## src/pwm_pdc_pkg.sv

```systemverilog
// pwm_pdc_pkg: request types, control structs and constants of the pwm capture meter
// no dependencies

package pwm_pdc_pkg;

    localparam int TS_W     = 64;
    localparam int PERIOD_W = 32;
    localparam int FREQ_W   = 20;
    localparam int DUTY_W   = 16;
    localparam int PULSE_W  = 30;
    localparam int DIV_W    = PULSE_W + FREQ_W;
    localparam int STEP_W   = $clog2(DIV_W + 1);

    localparam logic [TS_W-1:0]     PULSE_LIMIT  = 64'd655360000;
    localparam logic [PERIOD_W-1:0] DUTY_DIVISOR = 32'd10000;
    localparam logic [FREQ_W-1:0]   FREQ_MAX     = '1;
    localparam logic [DUTY_W-1:0]   DUTY_MAX     = '1;

    // product at or above this gives a duty above DUTY_MAX
    localparam logic [DIV_W-1:0]    PROD_LIMIT   = 50'd655360000;
    // floor(p / 10000) == (p * DUTY_RECIP) >> RECIP_SHIFT for p below 2^PULSE_W
    localparam int                  RECIP_W      = 31;
    localparam int                  RECIP_SHIFT  = 44;
    localparam logic [RECIP_W-1:0]  DUTY_RECIP   = 31'd1759218605;

    localparam logic EDGE_RISE = 1'b0;
    localparam logic EDGE_FALL = 1'b1;

    typedef struct packed {
        logic            cmd;
        logic [TS_W-1:0] timestamp_us;
    } t_in_req;

    typedef struct packed {
        logic [PERIOD_W-1:0] period_us;
        logic [FREQ_W-1:0]   frequency_hz;
        logic [DUTY_W-1:0]   duty_percent;
        logic                duty_valid;
    } t_out_req;

    typedef struct packed {
        logic load_in;
        logic calc_diff;
        logic decide;
        logic mul;
        logic duty_wr;
        logic start_div;
        logic div_wr;
        logic load_out;
    } t_ctl_cmd;

    typedef struct packed {
        logic go_div;
        logic go_mul;
        logic div_done;
        logic out_busy;
    } t_ctl_sts;

endpackage

```

## src/pwm_pdc_div.sv

```systemverilog
// pwm_pdc_div: restoring divider, one quotient bit per cycle, dividend left-aligned
// depends on pwm_pdc_pkg

module pwm_pdc_div (
    input  logic                           i_clk,
    input  logic                           i_rst_n,
    input  logic                           i_start,
    input  logic [pwm_pdc_pkg::DIV_W-1:0]  i_dividend,
    input  logic [pwm_pdc_pkg::PERIOD_W-1:0] i_divisor,
    input  logic [pwm_pdc_pkg::STEP_W-1:0] i_steps,
    output logic                           o_done,
    output logic [pwm_pdc_pkg::DIV_W-1:0]  o_quotient
);
    import pwm_pdc_pkg::*;

    logic [PERIOD_W-1:0] r_rem;
    logic [PERIOD_W-1:0] r_dsr;
    logic [DIV_W-1:0]    r_dvd;
    logic [DIV_W-1:0]    r_quo;
    logic [STEP_W-1:0]   r_cnt;
    logic                r_done;

    logic [PERIOD_W:0]   w_trial;
    logic                w_fit;
    logic [PERIOD_W:0]   w_diff;

    assign w_trial = {r_rem, r_dvd[DIV_W-1]};
    assign w_fit   = (w_trial >= {1'b0, r_dsr});
    assign w_diff  = w_trial - {1'b0, r_dsr};

    always_ff @(posedge i_clk) begin
        if (!i_rst_n) begin
            r_cnt  <= '0;
            r_done <= 1'b0;
        end else if (i_start) begin
            r_cnt  <= i_steps;
            r_done <= 1'b0;
        end else if (r_cnt != '0) begin
            r_cnt  <= r_cnt - 1'b1;
            r_done <= (r_cnt == STEP_W'(1));
        end else begin
            r_done <= 1'b0;
        end
    end

    always_ff @(posedge i_clk) begin
        if (i_start) begin
            r_rem <= '0;
            r_dsr <= i_divisor;
            r_dvd <= i_dividend;
            r_quo <= '0;
        end else if (r_cnt != '0) begin
            r_rem <= w_fit ? w_diff[PERIOD_W-1:0] : w_trial[PERIOD_W-1:0];
            r_dvd <= {r_dvd[DIV_W-2:0], 1'b0};
            r_quo <= {r_quo[DIV_W-2:0], w_fit};
        end
    end

    assign o_done     = r_done;
    assign o_quotient = r_quo;

endmodule

```

## src/pwm_pdc_dpath.sv

```systemverilog
// pwm_pdc_dpath: edge time state, period/pulse differences, duty product and output register
// depends on pwm_pdc_pkg and pwm_pdc_div

module pwm_pdc_dpath #(
    parameter int TIMEBASE_HZ = 1000000
) (
    input  logic                  i_clk,
    input  logic                  i_rst_n,
    input  pwm_pdc_pkg::t_ctl_cmd i_cmd,
    output pwm_pdc_pkg::t_ctl_sts o_sts,
    input  pwm_pdc_pkg::t_in_req  i_in_data,
    input  logic                  i_out_stall,
    output logic                  o_out_valid,
    output pwm_pdc_pkg::t_out_req o_out_data
);
    import pwm_pdc_pkg::*;

    localparam int TB_W = $clog2(TIMEBASE_HZ + 1);
    localparam logic [DIV_W-1:0] TB_ALIGNED = DIV_W'(TIMEBASE_HZ) << (DIV_W - TB_W);
    localparam int SCALED_W = PULSE_W + RECIP_W;

    logic                r_cmd;
    logic [TS_W-1:0]     r_ts;
    logic [TS_W-1:0]     r_diff;
    logic [DIV_W-1:0]    r_prod;
    logic [TS_W-1:0]     r_last_rise;
    logic [TS_W-1:0]     r_pulse_start;
    logic                r_rise_seen;
    logic [PERIOD_W-1:0] r_period;
    logic [FREQ_W-1:0]   r_freq;
    logic [DUTY_W-1:0]   r_duty;
    logic                r_duty_valid;
    logic                r_out_valid;
    t_out_req            r_out;

    logic [PERIOD_W-1:0] w_diff_sat;
    logic                w_pulse_big;
    logic                w_div_done;
    logic [DIV_W-1:0]    w_quo;
    logic [DIV_W-1:0]    w_prod;
    logic [SCALED_W-1:0] w_scaled;

    assign w_diff_sat  = (r_diff[TS_W-1:PERIOD_W] != '0) ? '1 : r_diff[PERIOD_W-1:0];
    assign w_pulse_big = (r_diff >= PULSE_LIMIT);
    assign w_prod      = r_diff[PULSE_W-1:0] * r_freq;
    assign w_scaled    = SCALED_W'(r_prod[PULSE_W-1:0]) * SCALED_W'(DUTY_RECIP);

    pwm_pdc_div u_div (
        .i_clk      (i_clk),
        .i_rst_n    (i_rst_n),
        .i_start    (i_cmd.start_div),
        .i_dividend (TB_ALIGNED),
        .i_divisor  (w_diff_sat),
        .i_steps    (STEP_W'(TB_W)),
        .o_done     (w_div_done),
        .o_quotient (w_quo)
    );

    assign o_sts.go_div   = (r_cmd == EDGE_RISE) && r_rise_seen && (r_diff != '0);
    assign o_sts.go_mul   = (r_cmd == EDGE_FALL) && (r_period != '0) && (r_freq != '0)
                            && !w_pulse_big;
    assign o_sts.div_done = w_div_done;
    assign o_sts.out_busy = r_out_valid && i_out_stall;

    // working registers
    always_ff @(posedge i_clk) begin
        if (i_cmd.load_in) begin
            r_cmd <= i_in_data.cmd;
            r_ts  <= i_in_data.timestamp_us;
        end
        if (i_cmd.calc_diff) begin
            r_diff <= r_ts - ((r_cmd == EDGE_FALL) ? r_pulse_start : r_last_rise);
        end
        if (i_cmd.mul) begin
            r_prod <= w_prod;
        end
        if (i_cmd.decide) begin
            if (r_cmd == EDGE_RISE) begin
                r_duty       <= '0;
                r_duty_valid <= 1'b0;
            end else begin
                r_duty_valid <= (r_period != '0);
                r_duty       <= (r_period != '0 && r_freq != '0 && w_pulse_big) ?
                                DUTY_MAX : '0;
            end
        end
        if (i_cmd.duty_wr) begin
            r_duty <= (r_prod >= PROD_LIMIT) ? DUTY_MAX : w_scaled[RECIP_SHIFT +: DUTY_W];
        end
        if (i_cmd.load_out) begin
            r_out.period_us    <= r_period;
            r_out.frequency_hz <= r_freq;
            r_out.duty_percent <= r_duty;
            r_out.duty_valid   <= r_duty_valid;
        end
    end

    // measurement state
    always_ff @(posedge i_clk) begin
        if (!i_rst_n) begin
            r_last_rise   <= '0;
            r_pulse_start <= '0;
            r_rise_seen   <= 1'b0;
            r_period      <= '0;
            r_freq        <= '0;
            r_out_valid   <= 1'b0;
        end else begin
            if (i_cmd.decide && r_cmd == EDGE_RISE) begin
                if (r_rise_seen) begin
                    r_period <= w_diff_sat;
                end
                r_last_rise   <= r_ts;
                r_pulse_start <= r_ts;
                r_rise_seen   <= 1'b1;
            end
            if (i_cmd.div_wr && r_cmd == EDGE_RISE) begin
                r_freq <= (w_quo > DIV_W'(FREQ_MAX)) ? FREQ_MAX : w_quo[FREQ_W-1:0];
            end
            if (i_cmd.load_out) begin
                r_out_valid <= 1'b1;
            end else if (!i_out_stall) begin
                r_out_valid <= 1'b0;
            end
        end
    end

    assign o_out_valid = r_out_valid;
    assign o_out_data  = r_out;

endmodule

```

## src/pwm_pdc_ctrl.sv

```systemverilog
// pwm_pdc_ctrl: sequencing state machine of the pwm capture meter
// depends on pwm_pdc_pkg

module pwm_pdc_ctrl (
    input  logic                  i_clk,
    input  logic                  i_rst_n,
    input  logic                  i_in_valid,
    output logic                  o_in_stall,
    input  pwm_pdc_pkg::t_ctl_sts i_sts,
    output pwm_pdc_pkg::t_ctl_cmd o_cmd
);
    import pwm_pdc_pkg::*;

    typedef enum logic [2:0] {
        S_IDLE,
        S_DIFF,
        S_DECIDE,
        S_MUL,
        S_DUTY_DIV,
        S_DIV,
        S_DONE
    } t_state;

    t_state r_state;
    t_state n_state;

    always_comb begin
        o_cmd   = '0;
        n_state = r_state;
        case (r_state)
            S_IDLE: begin
                if (i_in_valid) begin
                    o_cmd.load_in = 1'b1;
                    n_state       = S_DIFF;
                end
            end
            S_DIFF: begin
                o_cmd.calc_diff = 1'b1;
                n_state         = S_DECIDE;
            end
            S_DECIDE: begin
                o_cmd.decide = 1'b1;
                if (i_sts.go_div) begin
                    o_cmd.start_div = 1'b1;
                    n_state         = S_DIV;
                end else if (i_sts.go_mul) begin
                    n_state = S_MUL;
                end else begin
                    n_state = S_DONE;
                end
            end
            S_MUL: begin
                o_cmd.mul = 1'b1;
                n_state   = S_DUTY_DIV;
            end
            S_DUTY_DIV: begin
                o_cmd.duty_wr = 1'b1;
                n_state       = S_DONE;
            end
            S_DIV: begin
                if (i_sts.div_done) begin
                    o_cmd.div_wr = 1'b1;
                    n_state      = S_DONE;
                end
            end
            S_DONE: begin
                if (!i_sts.out_busy) begin
                    o_cmd.load_out = 1'b1;
                    n_state        = S_IDLE;
                end
            end
            default: begin
                n_state = S_IDLE;
            end
        endcase
    end

    always_ff @(posedge i_clk) begin
        if (!i_rst_n) begin
            r_state <= S_IDLE;
        end else begin
            r_state <= n_state;
        end
    end

    assign o_in_stall = (r_state != S_IDLE);

endmodule

```

## src/pwm_period_duty_capture_top.sv

```systemverilog
// pwm_period_duty_capture_top: pwm period, frequency and duty meter
// depends on pwm_pdc_pkg, pwm_pdc_ctrl, pwm_pdc_dpath
//
// Input channel takes one edge request: cmd (0 rising, 1 falling) and a
// 64-bit microsecond timestamp. Output channel gives one result request
// per edge: period, frequency, duty and a duty valid flag.
// Both channels use valid/stall; a request moves when valid is high and
// stall is low. One edge is processed at a time.
// After acceptance an edge passes the difference and decide states. A first
// rising edge, a zero-period edge or a falling edge with no duty product
// then goes to the output load; a falling edge with a duty product first
// takes a multiply, then a reciprocal multiply for the divide by 10000; a
// rising edge with a period waits for the restoring frequency divider, one
// quotient bit per cycle. The next edge is accepted in the cycle after the
// result is loaded, even while it waits. A stalled result stays in the
// output register; the block holds its next result until the register is
// free. Reset clears all measurement state and the output valid.

module pwm_period_duty_capture_top #(
    parameter int TIMEBASE_HZ = 1000000
) (
    input  logic                  i_clk,
    input  logic                  i_rst_n,
    input  logic                  i_in_valid,
    output logic                  o_in_stall,
    input  pwm_pdc_pkg::t_in_req  i_in_data,
    output logic                  o_out_valid,
    input  logic                  i_out_stall,
    output pwm_pdc_pkg::t_out_req o_out_data
);
    import pwm_pdc_pkg::*;

    t_ctl_cmd w_cmd;
    t_ctl_sts w_sts;

    pwm_pdc_ctrl u_ctrl (
        .i_clk      (i_clk),
        .i_rst_n    (i_rst_n),
        .i_in_valid (i_in_valid),
        .o_in_stall (o_in_stall),
        .i_sts      (w_sts),
        .o_cmd      (w_cmd)
    );

    pwm_pdc_dpath #(
        .TIMEBASE_HZ (TIMEBASE_HZ)
    ) u_dpath (
        .i_clk       (i_clk),
        .i_rst_n     (i_rst_n),
        .i_cmd       (w_cmd),
        .o_sts       (w_sts),
        .i_in_data   (i_in_data),
        .i_out_stall (i_out_stall),
        .o_out_valid (o_out_valid),
        .o_out_data  (o_out_data)
    );

endmodule

```

## config.mk

```make
export PLATFORM = sky130hd
export DESIGN_NAME = pwm_period_duty_capture_top
export DESIGN_NICKNAME = d
export VERILOG_FILES = /design/src/pwm_pdc_pkg.sv /design/src/pwm_pdc_div.sv /design/src/pwm_pdc_dpath.sv /design/src/pwm_pdc_ctrl.sv /design/src/pwm_period_duty_capture_top.sv
export SDC_FILE = /design/constraint.sdc
export NUM_CORES = 2
export LEC_CHECK = 0
export ABC_AREA = 1
export CAP_MARGIN = 15
export CORE_MARGIN = 1.5
export CORE_UTILIZATION = 65
export CTS_BUF_LIST = sky130_fd_sc_hd__clkbuf_4 sky130_fd_sc_hd__clkbuf_8
export DETAILED_ROUTE_END_ITERATION = 10
export DONT_BUFFER_PORTS = 1
export PLACE_DENSITY = 0.81
export SLEW_MARGIN = 0
export SYNTH_ARGS = -nofsm -noshare
export SYNTH_HDL_FRONTEND = slang
export SYNTH_SLANG_ARGS = --single-unit
export TNS_END_PERCENT = 1
```

## constraint.sdc

```tcl
create_clock -name i_clk -period 7.84 [get_ports i_clk]
set_clock_uncertainty 0.2 [all_clocks]
set_input_delay 0.392 -clock i_clk [delete_from_list [all_inputs] [get_ports i_clk]]
set_output_delay 0.392 -clock i_clk [all_outputs]
set_load 0.02 [all_outputs]
```

==> flow_summary.ini <==
[status]
status = finished, final reports clean

[synth]
synth_seq_cells = 521
yosys.area.top_type_share_pct = 29.0
ys_top_cells_by_area = sky130_fd_sc_hd__fa_1 (29%), sky130_fd_sc_hd__edfxtp_1 (14%), sky130_fd_sc_hd__ha_1 (12%)
synthesis.area_mm2 = 0.0628
ys_async_sr_fraction_pct = 0
postSynthAreaPerCell_um2 = 8.22
synthDominantAreaCellType = sky130_fd_sc_hd__fa_1
register_area_share_after_synthesis_pct = 21.3
synth_cells = 7636
postSynthNetCount = 9213
synth.lib_cells_used.distinct = 45
synth-edff-count = 297
synth_flop_cell = sky130_fd_sc_hd__edfxtp_1
yosysWarningCount = 0

[min_path]
min_path_type = in2reg
worst_hold_startpoint = i_in_data[7]
hold_depth = 1
hold-path-endpoint = u_dpath.r_ts[7]

[timing]
setup_viol_count_final = 0
drv_slew = 0
pin_slew_with_the_least_headroom_to_its_limit_ns = 1.13
setup_tns_ns = 0
hold_viol = 0
post-route-worst-setup-slack_ns = 0.330
finalWorstPathRequiredPeriod_ns = 7.51
max_freq_mhz = 133
finalCritPeriodShare_pct = 95.8
grt_setup_unrepaired = false
max_slew_margin_pct = 25.0

[placement]
io_buffers = 0
gp_routability_congestion = 1.06
dp_hpwl_um = 157000
detailedPlace.worstSlack_ns = 0.236

[routing]
routedWlPerCell_um = 21.0
detailedRoute.firstIterationViolations = 4796
antenna_left = 0
drt_wl_total_um = 190000
drt-pass1-iter-count = 6
num_vias = 51000
drc = 0
avgViaCountPerCell = 5.64

[cells_and_area]
fillerInstances = 7588
layout.cells.most_common = sky130_fd_sc_hd__inv_1
nets = 9280
layout-drive-gt1-share_pct = 4.08
layout_common_cells = sky130_fd_sc_hd__inv_1 (1925), sky130_fd_sc_hd__nand2_1 (1657), sky130_fd_sc_hd__fa_1 (911), sky130_fd_sc_hd__ha_1 (597), sky130_fd_sc_hd__a21oi_1 (463)
flow.area_growth_from_synthesis_pct = 6.94
area_of_the_multi_input_gates_mm2 = 0.0414
layout.core_utilization_pct = 70.4
register_area_mm2 = 0.0134

[global_route]
globalRouteTotalUtil_pct = 39.3
antenna_found_initial = 4
grt.overflow.total = 0
first_pass_grt_wire_length_um = 295000
grt_max_degree = 87
number_of_global_route_vias_before_repair = 52600

[clock_tree]
cts_made_buffers = 84
clk_root_buffer_cell = sky130_fd_sc_hd__clkbuf_8
max-clock-path-buffers = 3
cts.reportedPaths.clkPinSlew_ns = 0.08
clock_tree_from_tritoncts = built
clock_sinks = 521
clock_latency_ns = 0.73
cts_max_level = 3
post_cts.repair.setup_buffers = 0

[die]
placementRows = 113
initial_core_util_pct = 65.8
fp.dieArea_mm2 = 0.0985
placeableCoreArea_mm2 = 0.0954
die_height_um = 314
die_x_um = 314
io-pin-count = 140

[setup_path]
worst_path_required_ns = 8.10
reg2reg_to = u_dpath.r_prod[29]
maximum_fanout_along_the_worst_path = 13
r2r.worst_path.cells = 22
setup.worst_path.end_class = register
critical_path.startpoint_type = register
rr_startpoint = u_dpath.r_freq[7]
critical_path_class = reg2reg
critPathArrivalTime_ns = 7.77
worst-r2r-setup-slack_ns = 0.33

[job]
max_cap_viol_count = 0
[sequential cells by signal, summed over array words and instances (netlist names)]
register,flops
u_dpath.u_div.r_dvd,14
u_dpath.u_div.r_cnt,6
u_dpath.r_diff,64
u_dpath.r_duty_valid,1
u_ctrl.r_state,3
u_dpath.u_div.r_rem,32
u_dpath.r_duty,16
u_dpath.o_out_data,69
u_dpath.r_prod,50
u_dpath.r_rise_seen,1
u_dpath.r_ts,64
u_dpath.r_cmd,1
u_dpath.r_last_rise,64
u_dpath.o_out_valid,1
u_dpath.r_freq,20
u_dpath.u_div.o_done,1
u_dpath.u_div.r_dsr,32
u_dpath.r_period,32
u_dpath.u_div.o_quotient,50
[cell type report]
class,count,area share [%]
inverter,1932,10.8
timing repair buffer,181,2.33
antenna,1,0.00373
clock buffer,114,2.16
clock inverter,44,0.740
tap,1265,2.36
multi-input combinational,4983,61.7
sequential,521,20.0
[worst max-delay path: stages (launching register included)]
cell and delay (ns):
sky130_fd_sc_hd__dfxtp_1 0.84, sky130_fd_sc_hd__buf_4 0.32, sky130_fd_sc_hd__nand2_1 0.11, sky130_fd_sc_hd__fa_1 0.50
sky130_fd_sc_hd__fa_1 0.55, sky130_fd_sc_hd__inv_1 0.06, sky130_fd_sc_hd__fa_1 0.55, sky130_fd_sc_hd__inv_1 0.06
sky130_fd_sc_hd__fa_1 0.50, sky130_fd_sc_hd__inv_1 0.04, sky130_fd_sc_hd__ha_1 0.27, sky130_fd_sc_hd__inv_1 0.05
sky130_fd_sc_hd__fa_1 0.56, sky130_fd_sc_hd__inv_1 0.06, sky130_fd_sc_hd__fa_1 0.50, sky130_fd_sc_hd__ha_1 0.39
sky130_fd_sc_hd__nand2_1 0.15, sky130_fd_sc_hd__nor2_1 0.21, sky130_fd_sc_hd__nand4_1 0.14, sky130_fd_sc_hd__o21ai_0 0.43
sky130_fd_sc_hd__nand3_1 0.13, sky130_fd_sc_hd__nand2_1 0.11, sky130_fd_sc_hd__xor2_1 0.49
[routing by layer]
layer  part of all wire (%)  track usage [%]
met1                     39             50.5
met5                  0.024                0
met3                    8.8             7.00
met4                    5.3             18.2
met2                     47             64.9
[cells in the mapped netlist, types with 5 or more instances]
| cell | n |
|---|---|
| sky130_fd_sc_hd__o21bai_1 | 27 |
| sky130_fd_sc_hd__o21a_1 | 13 |
| sky130_fd_sc_hd__xor2_1 | 92 |
| sky130_fd_sc_hd__clkbuf_1 | 167 |
| sky130_fd_sc_hd__fa_1 | 911 |
| sky130_fd_sc_hd__nand2_1 | 1657 |
| sky130_fd_sc_hd__or2_2 | 11 |
| sky130_fd_sc_hd__nand3_1 | 163 |
| sky130_fd_sc_hd__dfxtp_1 | 224 |
| sky130_fd_sc_hd__o211ai_1 | 10 |
| sky130_fd_sc_hd__nor3_1 | 95 |
| sky130_fd_sc_hd__a31oi_1 | 12 |
| sky130_fd_sc_hd__edfxtp_1 | 297 |
| sky130_fd_sc_hd__xnor2_1 | 24 |
| sky130_fd_sc_hd__buf_2 | 26 |
| sky130_fd_sc_hd__nand3b_1 | 9 |
| sky130_fd_sc_hd__inv_1 | 1928 |
| sky130_fd_sc_hd__nand4_1 | 54 |
| sky130_fd_sc_hd__a21oi_1 | 464 |
| sky130_fd_sc_hd__nor2_1 | 450 |
| sky130_fd_sc_hd__nor4_1 | 19 |
| sky130_fd_sc_hd__ha_1 | 597 |
| sky130_fd_sc_hd__a21o_1 | 17 |
| sky130_fd_sc_hd__nor2_2 | 11 |
| sky130_fd_sc_hd__a21oi_2 | 6 |
| sky130_fd_sc_hd__and3_1 | 5 |
| sky130_fd_sc_hd__o21ai_0 | 305 |
[kinds of logic after synthesis]
| logic type | count (synthesis) | synth area share, % |
|---|---|---|
| xor+xnor | 116 | 1.62 |
| simple gates | 2493 | 16.0 |
| fa+ha+maj | 1508 | 40.9 |
| compound gates | 866 | 7.27 |
| flops | 521 | 21.3 |
| buf+inv | 2132 | 12.8 |
[stage by stage]
| stage | cells | instance area [µm²] | hold slack (ns) |
|---|---|---|---|
| after floorplan | 7636 | 62800 | 0.200 |
| after global placement | 8812 | 64500 | 0.205 |
| after detailed placement | 8812 | 64500 | 0.209 |
| after CTS | 9040 | 67200 | 0.0463 |
| after global routing | 9041 | 67200 | 0.0643 |
| final | 9041 | 67200 | 0.0787 |
[what timing repair did]
action	CTS	global route
endpoints found under the setup margin	0	3
hold buffers	70	0
endpoints found under the hold margin	180	0
resized for setup	0	3
[worst max-delay path by stage]
stage	start	end	cells after the start
floorplan	u_dpath.r_prod[13]	u_dpath.r_duty[1]	25
global placement	u_dpath.r_freq[5]	u_dpath.r_prod[27]	21
detailed placement	u_dpath.r_freq[8]	u_dpath.r_prod[27]	22
CTS	u_dpath.r_freq[8]	u_dpath.r_prod[27]	22
global route	u_dpath.r_freq[7]	u_dpath.r_prod[29]	22
finish	u_dpath.r_freq[7]	u_dpath.r_prod[29]	22
Power is left out: the tool's default activity adds up to more than one toggle a clock period on the data nets, which glitch-free logic cannot reach.
